## config.mk

```make
export PLATFORM = sky130hd
export DESIGN_NAME = accel_screen_orientation_debounce_unit
export DESIGN_NICKNAME = d
export VERILOG_FILES = /design/src/design/aso_pkg.sv /design/src/design/accel_screen_orientation_debounce_unit.sv /design/src/design/aso_classify.sv /design/src/design/aso_debounce.sv
export SDC_FILE = /design/constraint.sdc
export NUM_CORES = 1
export LEC_CHECK = 0
export BUFFER_PORTS_ARGS = -buffer_cell sky130_fd_sc_hd__buf_4
export CAP_MARGIN = 15
export CELL_PAD_IN_SITES_DETAIL_PLACEMENT = 0
export CELL_PAD_IN_SITES_GLOBAL_PLACEMENT = 2
export CORE_MARGIN = 2
export CORE_UTILIZATION = 30
export DETAILED_ROUTE_END_ITERATION = 6
export PLACE_DENSITY_LB_ADDON = 0.15
export SYNTH_ARGS = -nofsm -noshare
export SYNTH_HDL_FRONTEND = slang
export SYNTH_HIERARCHICAL = 1
export SYNTH_SLANG_ARGS = --single-unit
```

## constraint.sdc

```tcl
create_clock -name clk -period 7.74 [get_ports clk]
set_input_delay 1.935 -clock clk [delete_from_list [all_inputs] [get_ports clk]]
set_output_delay 1.935 -clock clk [all_outputs]
set_load 0.01 [all_outputs]
```

## src/design/aso_pkg.sv

```systemverilog
// ----------------------------------------------------------------------------
// aso_pkg
// Shared types and constants for the screen orientation debounce block.
// ----------------------------------------------------------------------------
package aso_pkg;

    localparam int unsigned AXIS_W    = 16;
    localparam int unsigned MAG_W     = AXIS_W + 1;
    localparam int unsigned TILT_W    = 16;
    localparam int unsigned COUNT_W   = 4;
    localparam int unsigned CFG_IDX_W = 2;
    localparam int unsigned CFG_W     = 16;
    localparam int unsigned S_DATA_W  = 2 * AXIS_W;
    localparam int unsigned M_DATA_W  = 8;

    typedef logic [1:0] orient_t;

    localparam orient_t ORIENT_PORTRAIT  = 2'd0;
    localparam orient_t ORIENT_LAND_XNEG = 2'd1;
    localparam orient_t ORIENT_INVERTED  = 2'd2;
    localparam orient_t ORIENT_LAND_XPOS = 2'd3;

    typedef logic [CFG_IDX_W-1:0] cfg_idx_t;

    localparam cfg_idx_t REG_MIN_TILT     = 2'd0;
    localparam cfg_idx_t REG_DOMINANCE    = 2'd1;
    localparam cfg_idx_t REG_STABLE_COUNT = 2'd2;

    localparam logic [TILT_W-1:0]  MIN_TILT_RESET  = 16'd3686;
    localparam logic [TILT_W-1:0]  DOMINANCE_RESET = 16'd1311;
    localparam logic [COUNT_W-1:0] STABLE_RESET    = 4'd4;

    // Outcome of classifying one sample.
    typedef struct packed {
        logic    usable;
        orient_t orient;
    } class_t;

endpackage

```

## src/design/accel_screen_orientation_debounce_unit.sv

```systemverilog
// ----------------------------------------------------------------------------
// accel_screen_orientation_debounce_unit
// Screen orientation from accelerometer X/Y samples, with debounce.
// ----------------------------------------------------------------------------
// One result word is produced for every sample word. It is loaded into the
// result register from the input register, and a new sample can be taken in
// every cycle while the result side takes its words. A sample is held in an
// input register; classification and the debounce update sit in a single
// combinational step between that register and the result register, so the
// debounce state is brought up to date in the same cycle as each sample moves
// on. While a result waits to be taken the input register can still take one more
// sample; after that the input stalls until the result side takes its word.
// Configuration writes take effect on the next sample.
module accel_screen_orientation_debounce_unit
(
    input  logic                               clk,
    input  logic                               rst_n,
    input  logic                               s_tvalid,
    output logic                               s_tready,
    // accel_x [15:0], accel_y [31:16]
    input  logic [aso_pkg::S_DATA_W-1:0]       s_tdata,
    output logic                               m_tvalid,
    input  logic                               m_tready,
    // orientation [1:0], changed [2], zero [7:3]
    output logic [aso_pkg::M_DATA_W-1:0]       m_tdata,
    input  logic                               cfg_we,
    input  aso_pkg::cfg_idx_t                  cfg_index,
    input  logic [aso_pkg::CFG_W-1:0]          cfg_data
);
    import aso_pkg::*;

    logic                     in_valid_reg;
    logic [AXIS_W-1:0]        x_reg;
    logic [AXIS_W-1:0]        y_reg;
    logic                     out_valid_reg;
    orient_t                  orient_reg;
    logic                     changed_reg;
    logic                     advance;
    logic                     take;

    logic [TILT_W-1:0]        min_tilt_reg;
    logic [TILT_W-1:0]        margin_reg;
    logic [COUNT_W-1:0]       stable_reg;

    class_t                   cls;
    orient_t                  orient_next;
    logic                     changed_next;

    assign advance  = in_valid_reg && (!out_valid_reg || m_tready);
    assign s_tready = !in_valid_reg || advance;
    assign take     = s_tvalid && s_tready;

    always_ff @(posedge clk or negedge rst_n)
    begin
        if (!rst_n)
        begin
            min_tilt_reg <= MIN_TILT_RESET;
            margin_reg   <= DOMINANCE_RESET;
            stable_reg   <= STABLE_RESET;
        end
        else if (cfg_we)
        begin
            case (cfg_index)
                REG_MIN_TILT:     min_tilt_reg <= cfg_data;
                REG_DOMINANCE:    margin_reg   <= cfg_data;
                REG_STABLE_COUNT: stable_reg   <= cfg_data[COUNT_W-1:0];
                default:          ;
            endcase
        end
    end

    always_ff @(posedge clk or negedge rst_n)
    begin
        if (!rst_n)
        begin
            in_valid_reg  <= 1'b0;
            out_valid_reg <= 1'b0;
        end
        else
        begin
            if (take)
            begin
                in_valid_reg <= 1'b1;
            end
            else if (advance)
            begin
                in_valid_reg <= 1'b0;
            end
            if (advance)
            begin
                out_valid_reg <= 1'b1;
            end
            else if (m_tready)
            begin
                out_valid_reg <= 1'b0;
            end
        end
    end

    always_ff @(posedge clk)
    begin
        if (take)
        begin
            x_reg <= s_tdata[AXIS_W-1:0];
            y_reg <= s_tdata[S_DATA_W-1:AXIS_W];
        end
        if (advance)
        begin
            orient_reg  <= orient_next;
            changed_reg <= changed_next;
        end
    end

    aso_classify u_classify
    (
        .accel_x          (x_reg),
        .accel_y          (y_reg),
        .min_tilt         (min_tilt_reg),
        .dominance_margin (margin_reg),
        .result           (cls)
    );

    aso_debounce u_debounce
    (
        .clk          (clk),
        .rst_n        (rst_n),
        .step         (advance),
        .cls          (cls),
        .stable_count (stable_reg),
        .orient_next  (orient_next),
        .changed_next (changed_next)
    );

    assign m_tvalid = out_valid_reg;
    assign m_tdata  = {(M_DATA_W - 3)'(0), changed_reg, orient_reg};

endmodule

```

## src/design/aso_classify.sv

```systemverilog
// ----------------------------------------------------------------------------
// aso_classify
// Turns one X/Y sample into a candidate orientation, or marks it unusable.
// ----------------------------------------------------------------------------
module aso_classify
(
    input  logic signed [aso_pkg::AXIS_W-1:0] accel_x,
    input  logic signed [aso_pkg::AXIS_W-1:0] accel_y,
    input  logic        [aso_pkg::TILT_W-1:0] min_tilt,
    input  logic        [aso_pkg::TILT_W-1:0] dominance_margin,
    output aso_pkg::class_t                   result
);
    import aso_pkg::*;

    logic [MAG_W-1:0] ax;
    logic [MAG_W-1:0] ay;
    logic [MAG_W-1:0] diff;
    logic [MAG_W-1:0] tilt_ext;
    logic [MAG_W-1:0] margin_ext;
    logic             x_wins;

    // Magnitudes are one bit wider so that the most negative count gives 32768.
    assign ax = accel_x[AXIS_W-1] ? (~{accel_x[AXIS_W-1], accel_x} + MAG_W'(1))
                                  : {1'b0, accel_x};
    assign ay = accel_y[AXIS_W-1] ? (~{accel_y[AXIS_W-1], accel_y} + MAG_W'(1))
                                  : {1'b0, accel_y};

    assign x_wins     = ax > ay;
    assign diff       = x_wins ? (ax - ay) : (ay - ax);
    assign tilt_ext   = {1'b0, min_tilt};
    assign margin_ext = {1'b0, dominance_margin};

    always_comb
    begin
        result.usable = !((ax < tilt_ext) && (ay < tilt_ext)) && !(diff < margin_ext);
        if (x_wins)
        begin
            result.orient = accel_x[AXIS_W-1] ? ORIENT_LAND_XNEG : ORIENT_LAND_XPOS;
        end
        else
        begin
            result.orient = accel_y[AXIS_W-1] ? ORIENT_PORTRAIT : ORIENT_INVERTED;
        end
    end

endmodule

```

## src/design/aso_debounce.sv

```systemverilog
// ----------------------------------------------------------------------------
// aso_debounce
// Candidate tracking and commit of the orientation, one sample per step.
// ----------------------------------------------------------------------------
module aso_debounce
(
    input  logic                           clk,
    input  logic                           rst_n,
    input  logic                           step,
    input  aso_pkg::class_t                cls,
    input  logic [aso_pkg::COUNT_W-1:0]    stable_count,
    output aso_pkg::orient_t               orient_next,
    output logic                           changed_next
);
    import aso_pkg::*;

    orient_t              current_reg;
    orient_t              current_next;
    orient_t              cand_reg;
    orient_t              cand_next;
    logic                 cand_valid_reg;
    logic                 cand_valid_next;
    logic [COUNT_W-1:0]   count_reg;
    logic [COUNT_W-1:0]   count_next;

    always_comb
    begin
        current_next    = current_reg;
        cand_next       = cand_reg;
        cand_valid_next = cand_valid_reg;
        count_next      = count_reg;
        changed_next    = 1'b0;
        if (cls.usable)
        begin
            if (!cand_valid_reg || (cls.orient != cand_reg))
            begin
                cand_valid_next = 1'b1;
                cand_next       = cls.orient;
                count_next      = COUNT_W'(1);
            end
            else if (count_reg < stable_count)
            begin
                count_next = count_reg + COUNT_W'(1);
            end
            else if (cls.orient != current_reg)
            begin
                // The candidate has held long enough and appeared once more.
                current_next = cls.orient;
                changed_next = 1'b1;
            end
        end
    end

    assign orient_next = current_next;

    always_ff @(posedge clk or negedge rst_n)
    begin
        if (!rst_n)
        begin
            current_reg    <= ORIENT_PORTRAIT;
            cand_reg       <= ORIENT_PORTRAIT;
            cand_valid_reg <= 1'b0;
            count_reg      <= '0;
        end
        else if (step)
        begin
            current_reg    <= current_next;
            cand_reg       <= cand_next;
            cand_valid_reg <= cand_valid_next;
            count_reg      <= count_next;
        end
    end

endmodule
```

After elaboration in Yosys (flattened, before gate mapping). Cells that the tools add are included.

Bitwise logic cells: 3. Add/sub/neg operators: 5. Eq/ne operators: 4. Reductions and logical operators: 22. Muxes and demuxes: 17. Magnitude comparators: 5.

Operators with widths (number): $lt 17x16->1 (3); $mux 17 (3); $add 17x1->17 const B (2); $not 17->17 (2); $sub 17x17->17 (2); $gt 17x17->1 (1); $mux 2 (7); $mux 4 (2); $reduce_and 2->1 (3); $reduce_and 3->1 (2); $reduce_bool 2->1 (3); $logic_not 1->1 (5); $mux 1 (5); $add 4x1->4 const B (1); $logic_and 1x1->1 (4); $lt 4x4->1 (1); $ne 2x2->1 (2); $logic_or 1x1->1 (3); $reduce_or 3->1 (1); $eq 2x1->1 const B (1); $eq 2x2->1 const B (1); $logic_not 2->1 (1); $not 1->1 (1).

Bits in registers: 82. Logic and storage cells: 69.

Logic depth before layout (Yosys ltp). Gate-level depths: netlist of the first run.

Word-level depth: 10. Mapped depth: 32.

Cells and area by module. Netlist of the first run, hierarchy kept.

By module, submodules not included: aso_classify (area an instance 3463.3 um^2, instances 1, cells each 483); accel_screen_orientation_debounce_unit (area an instance 2570.0 um^2, instances 1, cells each 127); aso_debounce (area an instance 608.1 um^2, instances 1, cells each 58).

Worst setup path after synthesis of the first run. No wires, ideal clock.

Path type: register to register. From: register y_reg[2]. To: register u_debounce.current_reg[0]. Data arrival time: 5.910 ns. Library setup time: 0.125 ns. Period minus slack after synthesis: 6.034 ns. Stages on the path, launching flop included: 31. Required time: 7.615 ns. Setup slack: 1.706 ns. Cells stage by stage: edfxtp_1 or4_1 or2_2 o31ai_1 xnor2_1 inv_1 ha_1 clkbuf_1 nand2_1 o21ai_0 a21oi_1 o211ai_1 a211oi_2 or2_1 buf_6 buf_2 mux2i_1 ha_1 a21boi_0 o21ai_0 nand2b_1 a21oi_1 nor2b_1 o21ai_0 a211o_1 a31oi_1 o31a_1 and2_1 nand4_1 nor3_1 mux2_2.

RTL lines: start: declaration (RTL line accel_screen_orientation_debounce_unit.sv:34) `logic [AXIS_W-1:0] y_reg;`; start signal: assignment (RTL line accel_screen_orientation_debounce_unit.sv:105) `y_reg <= s_tdata[S_DATA_W-1:AXIS_W];`; end signal: assignment (RTL line aso_debounce.sv:67) `current_reg <= current_next;`; end: declaration (RTL line aso_debounce.sv:17) `orient_t current_reg;`.

==> results_dict.tcl, run 1 <==
set metrics [dict create \
    cp.arrival_ps 7310 \
    cts_setup_buffers 0 \
    use_met2_pct 25.3 \
    vias 5002 \
    grt_pass1_vias 5128 \
    finalSetupTns_ps 0 \
    vdd_ir_drop_max_mv 0.101 \
    critPathMaxFanout 14 \
    hold_path_depth 1 \
    antenna_cells 0 \
    r2r_setup_slack_ps 670 \
    p_per_area_nw_per_um2 246 \
    hold_violations 0 \
    slew-limit-headroom_pct 34.6 \
    r2r_start "y_reg[2]" \
    slew_violations 0 \
    area_growth_pct 15.7 \
    placed_cell_area_um2 7360 \
    tightest_slew_ps 979 \
    postCtsHoldBufs 0 \
    wl_per_cell_um 17.9 \
    cp-end-kind "flop" \
    grt_max_degree 48 \
    whs_endpoint "margin_reg[6]" \
    fp.coreArea_um2 21800 \
    path_class "flop to flop" \
    syn_area_per_cell_um2 9.94 \
    synth.area.top_cells "edfxtp_1 (16%), ha_1 (15%), dfrtp_1 (12%)" \
    cts_buffers 9 \
    synth_top_flop_cell "edfxtp_1" \
    tritoncts "yes" \
    clockBufferDepth 2 \
    cts-resized-gates 0 \
    r2r.worst_path.cells 25 \
    layout_common_cells "ha_1 (82), inv_1 (79), buf_4 (63), mux2_2 (40), a21oi_1 (37)" \
    grt.overflow.total 0 \
    synth_top_area_share_pct 15.8 \
    synth.cell_area_um2 6640 \
    period_minus_slack_ps 7070 \
    status "finished clean" \
    yosysUniqueCellTypes 76 \
    routed_via_density 4.94 \
    fin_skew_ps 11.6 \
    min_path_type "flop to flop" \
    synth_edf_count 35 \
    num-fill-cells 2248 \
    drive_gt1_share_pct 22.4 \
    p_leak_nw 3.51 \
    track_usage_pct 15.6 \
    layout_commonest_cell "ha_1" \
    floorplan.initialDensity_pct 30.5 \
    setup_viol 0 \
    synthCells 668 \
    htreeDepth 3 \
    antenna_found_initial 0 \
    period_share_pct 91.4 \
    rsz0062_at_grt "false" \
    reg2reg_to "u_debounce/current_reg[0]" \
    die_w_um 153 \
    synthArstFlopShare_pct 57.3 \
    busiest_layer "met2" \
    hp-start "margin_reg[6]" \
    gr-usage-met1_pct 20.5 \
    startpoint_type "flop" \
    max_freq_mhz 141 \
    dieArea_um2 23300 \
    seq_area_frac_synth_pct 33.8 \
    cts_num_sinks 82 \
    final_cell_area_um2 7690 \
    fp.dieH_um 153 \
    clkLatencyLatePin_ps 350 \
    drt_iter0_markers 191 \
    place_hpwl_um 14900 \
    ios 65 \
    place_congestion 0.858 \
    drt_wl_total_um 18100 \
    drcViolationCount 0 \
    drv_cap 0 \
    firstDrtPassIters 4 \
    drtAntennaViolNets 0 \
    hold_slack_ps 506 \
    cp-startpoint "y_reg[2]" \
    io_buffer_count 59 \
    synth-seq-cells 82 \
    cts.clk_slew.worst_paths_ps 70 \
    yosys_warnings 6 \
    yosys.area.top_type "edfxtp_1" \
    fin_nets 866 \
    cts-root-buf "clkbuf_16" \
    grt_pass1_wl_um 28400 \
    use_met3_pct 2.73 \
    crit_required_ps 7980 \
    rows 54 \
]
worst max-delay path by stage:
stage | slack, ps | end
detailed placement | 700 | u_debounce/current_reg[0]
floorplan | 1710 | u_debounce/current_reg[0]
CTS | 660 | u_debounce/current_reg[0]
global route | 130 | u_debounce/current_reg[1]
finish | 670 | u_debounce/current_reg[0]
global placement | 780 | u_debounce/current_reg[1]
layer usage:
| layer | routed length (um) | vias to the layer above |
|---|---|---|
| met5 | 0 | - |
| met4 | 600 | 0 |
| met3 | 686 | 22 |
| met2 | 8470 | 89 |
| met1 | 8350 | 2410 |
| li1 | - | 2481 |
kinds of logic after synthesis:
kind of cell	synth area share [%]
buffers and inverters	6.29
multiplexers	9.31
AND/OR/NAND/NOR	11.8
flip-flops	33.8
other	0.170
XOR/XNOR	6.29
adder cells (fa/ha/maj)	16.1
AO/OA/AOI/OAI	16.3
layout make-up:
cell class              count  area (um^2)  share of cell area (%)
clock buffers              10          250                    3.26
clock inverters             6         77.6                    1.01
inverters                  79          297                    3.86
multi-input cells         492         3990                    51.9
flip-flops and latches     82         2250                    29.2
well taps                 280          350                    4.56
repair buffers             63          473                    6.15
synthesized netlist by cell type, drive strengths merged, types with 6 or more instances:
master / n
a21boi: 8
a21o: 19
a21oi: 37
buf: 11
clkbuf: 8
dfrtp: 32
dfstp: 15
edfxtp: 35
ha: 82
inv: 79
mux2: 43
mux2i: 11
nand2: 34
nand2b: 16
nand3: 7
nand4: 8
nor2: 20
nor2b: 9
nor3: 9
o211ai: 9
o21ai: 41
o21bai: 6
o31ai: 9
or2: 8
or4: 6
xnor2: 28
xor2: 18
critical path, stage by stage, from the launching register on:
cell and delay, ps:
edfxtp_1 450, or4_1 620, or2_2 320, o31ai_1 240, xnor2_1 250, inv_1 100, ha_1 520, nand2_1 110
o21ai_0 310, a21oi_1 130, o211ai_1 310, a211oi_2 140, or2_1 510, mux2i_4 330, o41ai_2 300, xnor2_1 130
ha_1 310, and3_1 150, nand3_1 80, a211o_1 240, a31oi_1 140, o31a_1 220, and2_1 200, nand4_1 170
nor3_1 310, mux2_2 370
metrics by stage:
step	instances	worst slack, ps	util [%]	total power [mW]
global placement	996	779	33.8	1.43
floorplan	672	1710	-	1.19
CTS	1012	661	35.3	1.92
finish	1012	668	35.3	1.89
global route	1012	133	35.3	2.04
detailed placement	996	702	33.8	1.43
power by group:
group / internal, mW / leakage, nW / switching [mW]
Clock: 0.277 / 0.159 / 0.199
Combinational: 0.366 / 2.47 / 0.466
Sequential: 0.536 / 0.873 / 0.0498
Power figures use the tool's default switching activity.
==> run 2, diff against run 1 <==
BUFFER_PORTS_ARGS = not set   (was -buffer_cell sky130_fd_sc_hd__buf_4)
DONT_BUFFER_PORTS = 1   (was not set)
==> results_dict.tcl, run 2 (same netlist as run 1, synthesis figures left out) <==
set metrics [dict create \
    period_share_pct 91.7 \
    clkLatencyLatePin_ps 340 \
    antenna_cells 0 \
    fin_nets 806 \
    drt_wl_total_um 17800 \
    clockBufferDepth 2 \
    r2r_start "y_reg[2]" \
    place_congestion 0.849 \
    critPathMaxFanout 13 \
    tritoncts "yes" \
    crit_required_ps 7970 \
    cts_buffers 9 \
    vias 4747 \
    drive_gt1_share_pct 15.2 \
    track_usage_pct 15.5 \
    min_path_type "flop to flop" \
    rsz0062_at_grt "false" \
    layout_commonest_cell "ha_1" \
    place_hpwl_um 14800 \
    io_buffer_count 0 \
    vdd_ir_drop_max_mv 0.0937 \
    startpoint_type "flop" \
    status "finished clean" \
    cts_num_sinks 82 \
    fin_skew_ps 7.25 \
    path_class "flop to flop" \
    dieArea_um2 23300 \
    drtAntennaViolNets 0 \
    r2r.worst_path.cells 26 \
    slew_violations 0 \
    cts-root-buf "clkbuf_16" \
    cts_setup_buffers 0 \
    crit_end "u_debounce/current_reg[1]" \
    floorplan.initialDensity_pct 30.5 \
    cts.clk_slew.worst_paths_ps 60 \
    cp.arrival_ps 7330 \
    ios 65 \
    cp-end-kind "flop" \
    firstDrtPassIters 4 \
    die_w_um 153 \
    setup_viol 0 \
    grt_pass1_wl_um 27900 \
    antenna_found_initial 0 \
    postCtsHoldBufs 0 \
    cp-startpoint "y_reg[2]" \
    drv_cap 0 \
    p_per_area_nw_per_um2 249 \
    layout_common_cells "ha_1 (82), inv_1 (79), mux2_2 (40), a21oi_1 (37), edfxtp_1 (35)" \
    reg2reg_to "u_debounce/current_reg[1]" \
    r2r_setup_slack_ps 640 \
    max_freq_mhz 141 \
    drt_iter0_markers 203 \
    area_growth_pct 8.06 \
    p_leak_nw 3.19 \
    grt_pass1_vias 4868 \
    fp.dieH_um 153 \
    grt.overflow.total 0 \
    cts-resized-gates 0 \
    grt_max_degree 48 \
    drcViolationCount 0 \
    htreeDepth 3 \
    fp.coreArea_um2 21800 \
    period_minus_slack_ps 7100 \
    finalSetupTns_ps 0 \
    slew-limit-headroom_pct 31.1 \
    wl_per_cell_um 18.7 \
    tightest_slew_ps 1030 \
    hold_slack_ps 482 \
    hold_violations 0 \
    routed_via_density 4.99 \
    rows 54 \
    instances_no_fill 952 \
    place_inst 936 \
]
-- run 2: worst min path at each step --
stage                        startpoint             to  slack [ps]  cells after the start
after floorplan            in_valid_reg       m_tvalid         450                      1
after CTS                  in_valid_reg       m_tvalid         490                      1
after global routing      margin_reg[7]  margin_reg[7]         520                      1
final                      in_valid_reg       m_tvalid         480                      1
after detailed placement   in_valid_reg       m_tvalid         470                      1
after global placement     in_valid_reg       m_tvalid         470                      1
-- run 2: cell type report --
class / count / area, um^2
tap: 280 / 350
sequential: 82 / 2250
clock inverter: 5 / 36.3
timing repair buffer: 3 / 22.5
inverter: 79 / 297
fill: 2256 / 14600
multi-input combinational: 492 / 3990
clock buffer: 11 / 233
-- run 2: stage by stage --
step | cell area [um^2] | setup WS (ps) | utilization [%] | power, mW
finish | 7180 | 642 | 33.0 | 1.79
detailed placement | 6910 | 670 | 31.8 | 1.40
CTS | 7180 | 632 | 33.0 | 1.81
global route | 7180 | 78.0 | 33.0 | 1.94
floorplan | 6660 | 1710 | - | 1.19
global placement | 6910 | 824 | 31.8 | 1.40
-- run 2: power by group --
group | switching, mW | internal (mW) | total, mW
Sequential | 0.0509 | 0.537 | 0.587
Combinational | 0.459 | 0.344 | 0.803
Clock | 0.178 | 0.219 | 0.397
-- run 2: layer usage --
layer	vias up	GRT usage [%]	part of all wire (%)	wire (um)
li1	2362	-	-	-
met1	2283	20.5	46	8230
met2	84	25.5	47	8420
met3	18	2.59	3.5	619
met4	0	5.69	2.9	510
met5	-	0	0	0
-- run 2: worst max-delay path: stages, from the launching register on --
cell and delay [ps]:
edfxtp_1 440, or4_1 620, or2_2 320, o31ai_1 240, xnor2_1 260, inv_1 90, ha_1 500, nand2_1 110
o21ai_0 350, a21oi_1 130, o211ai_1 300, a211oi_2 140, or2_1 390, buf_4 270, mux2_4 340, o211ai_2 180
xnor2_1 90, ha_1 300, and3_1 150, nand3_1 70, a211o_1 230, a31oi_1 130, o31a_1 220, and2_1 210
nand4_1 180, nor3_1 330, mux2_2 380
==> run 3, diff against run 2 <==
clock period = 7.07 ns   (was 7.74 ns; I/O delays follow)
==> results_dict.tcl, run 3 (same netlist as run 1, synthesis figures left out) <==
set metrics [dict create \
    htreeDepth 3 \
    fp.coreArea_um2 21800 \
    num-fill-cells 2244 \
    setup_ws_ps 450 \
    die_w_um 153 \
    p_sw_mw 0.767 \
    cts-root-buf "clkbuf_16" \
    period_minus_slack_ps 6620 \
    path_class "flop to flop" \
    drtAntennaViolNets 0 \
    multi_input_area_um2 4000 \
    floorplan.initialDensity_pct 30.5 \
    swShare_pct 37.0 \
    p_leak_nw 3.25 \
    drt_wl_total_um 17700 \
    slew-limit-headroom_pct 34.7 \
    track_usage_pct 15.6 \
    rsz0062_at_grt "false" \
    fin_nets 809 \
    layout_common_cells "ha_1 (81), inv_1 (79), mux2_2 (40), a21oi_1 (37), edfxtp_1 (35)" \
    setup_viol 0 \
    tightest_slew_ps 978 \
    layout_commonest_cell "ha_1" \
    p_int_mw 1.31 \
    tritoncts "yes" \
    r2r_start "y_reg[2]" \
    r2r.worst_path.cells 26 \
    cp-end-kind "flop" \
    grt_pass1_vias 4884 \
    power_frac_seq_pct 31.0 \
    place_hpwl_um 14900 \
    placed_cell_area_um2 6930 \
    wl_per_cell_um 18.5 \
    drv_cap 0 \
    combPwrFrac_pct 42.5 \
    fin_skew_ps 12.7 \
    period_share_pct 93.6 \
    slowest_delay_ps 600 \
    routed_via_density 4.95 \
    whs_endpoint "m_tvalid" \
    crit_buf_inv 2 \
    reg2reg_to "u_debounce/current_reg[1]" \
    antenna_found_initial 0 \
    cts_setup_buffers 0 \
    drcViolationCount 0 \
    hp-start "in_valid_reg" \
    vdd_ir_drop_max_mv 0.121 \
    clockBufferDepth 2 \
    cp.arrival_ps 6860 \
    cts.clk_slew.worst_paths_ps 70 \
    status "finished clean" \
    finalSetupTns_ps 0 \
    firstDrtPassIters 4 \
    max_freq_mhz 151 \
    drt_iter0_markers 232 \
    hold_violations 0 \
    io_buffer_count 0 \
    pre_cts_slack_ps 325 \
    pwr-share-clk_pct 26.5 \
    dieArea_um2 23300 \
    slowest_stage "or4_1" \
    grt.overflow.total 0 \
    clkLatencyLatePin_ps 350 \
    grt_max_degree 48 \
    startpoint_type "flop" \
    cts-resized-gates 0 \
    path_common_cell "xnor2_1" \
    fp.dieH_um 153 \
    r2r_setup_slack_ps 450 \
    drive_gt1_share_pct 16.1 \
    grt_pass1_wl_um 28100 \
    slew_violations 0 \
    antenna_cells 0 \
    p_per_area_nw_per_um2 284 \
    area_growth_pct 9.74 \
    critPathMaxFanout 10 \
    vias 4729 \
    postCtsHoldBufs 0 \
    final_cell_area_um2 7290 \
    hold_path_depth 1 \
    area.sequential_um2 2250 \
    crit_family "simple AND/OR/NAND/NOR gates" \
    cts_num_sinks 82 \
    min_path_type "flop to flop" \
    place_congestion 0.868 \
    ios 65 \
    crit_required_ps 7310 \
    rows 54 \
    cts_buffers 9 \
]
==> run 3: cell count changes in the layout (fill, tap and decap cells not counted), moves of 2 or more <==
cell / before / now
buf_4: 3 / 6
bufinv_16: 0 / 2
clkbuf_1: 2 / 0
inv_8: 0 / 2
==> run 3: worst max path at each step <==
stage	startpoint	depth (start not counted)	endpoint	slack [ps]
final	y_reg[2]	26	u_debounce/current_reg[1]	450
after detailed placement	y_reg[2]	26	u_debounce/current_reg[1]	320
after floorplan	y_reg[2]	30	u_debounce/current_reg[0]	1040
after global placement	y_reg[2]	26	u_debounce/current_reg[1]	560
after global routing	y_reg[2]	26	u_debounce/current_reg[0]	20
after CTS	y_reg[2]	26	u_debounce/current_reg[1]	270
==> run 3: metal layers <==
layer	GRT usage [%]	part of all wire (%)
met5	0	0
met2	26.6	50
met1	20.7	46
met4	3.44	1.0
met3	2.56	3.3
==> run 3: final cells by class <==
cell class | count | share of cell area (%)
Clock buffer | 10 | 3.43
Clock inverter | 6 | 1.37
Inverter | 79 | 4.07
Multi-Input combinational cell | 492 | 54.9
Sequential cell | 82 | 30.8
Tap cell | 280 | 4.81
Timing Repair Buffer | 6 | 0.618
==> run 3: metrics by stage <==
| stage | hold slack [ps] | total power [mW] | util, % | cells |
|---|---|---|---|---|
| global route | 518 | 2.25 | 33.5 | 955 |
| detailed placement | 495 | 1.54 | 31.9 | 939 |
| CTS | 499 | 2.10 | 33.5 | 955 |
| global placement | 469 | 1.53 | 31.9 | 939 |
| floorplan | 449 | 1.30 | - | 672 |
| finish | 489 | 2.07 | 33.5 | 955 |
==> run 3: worst register-to-register path: cells and delay by family, from the launching register on <==
kind / cells / cell delay, ps
AOI/OAI and AO/OA: 9 / 1940
buffers and inverters: 2 / 280
muxes: 2 / 600
DFF: 1 / 440
xor gates and xnor gates: 2 / 360
and+or+nand+nor: 9 / 2140
adders and majority gates: 2 / 770
==> run 3: power groups by stage <==
stage	clock network, mW	registers, mW	logic, mW
CTS	0.568	0.643	0.889
detailed placement	0	0.653	0.882
finish	0.549	0.642	0.880
global route	0.591	0.653	1.00
global placement	0	0.651	0.883
floorplan	0	0.634	0.666
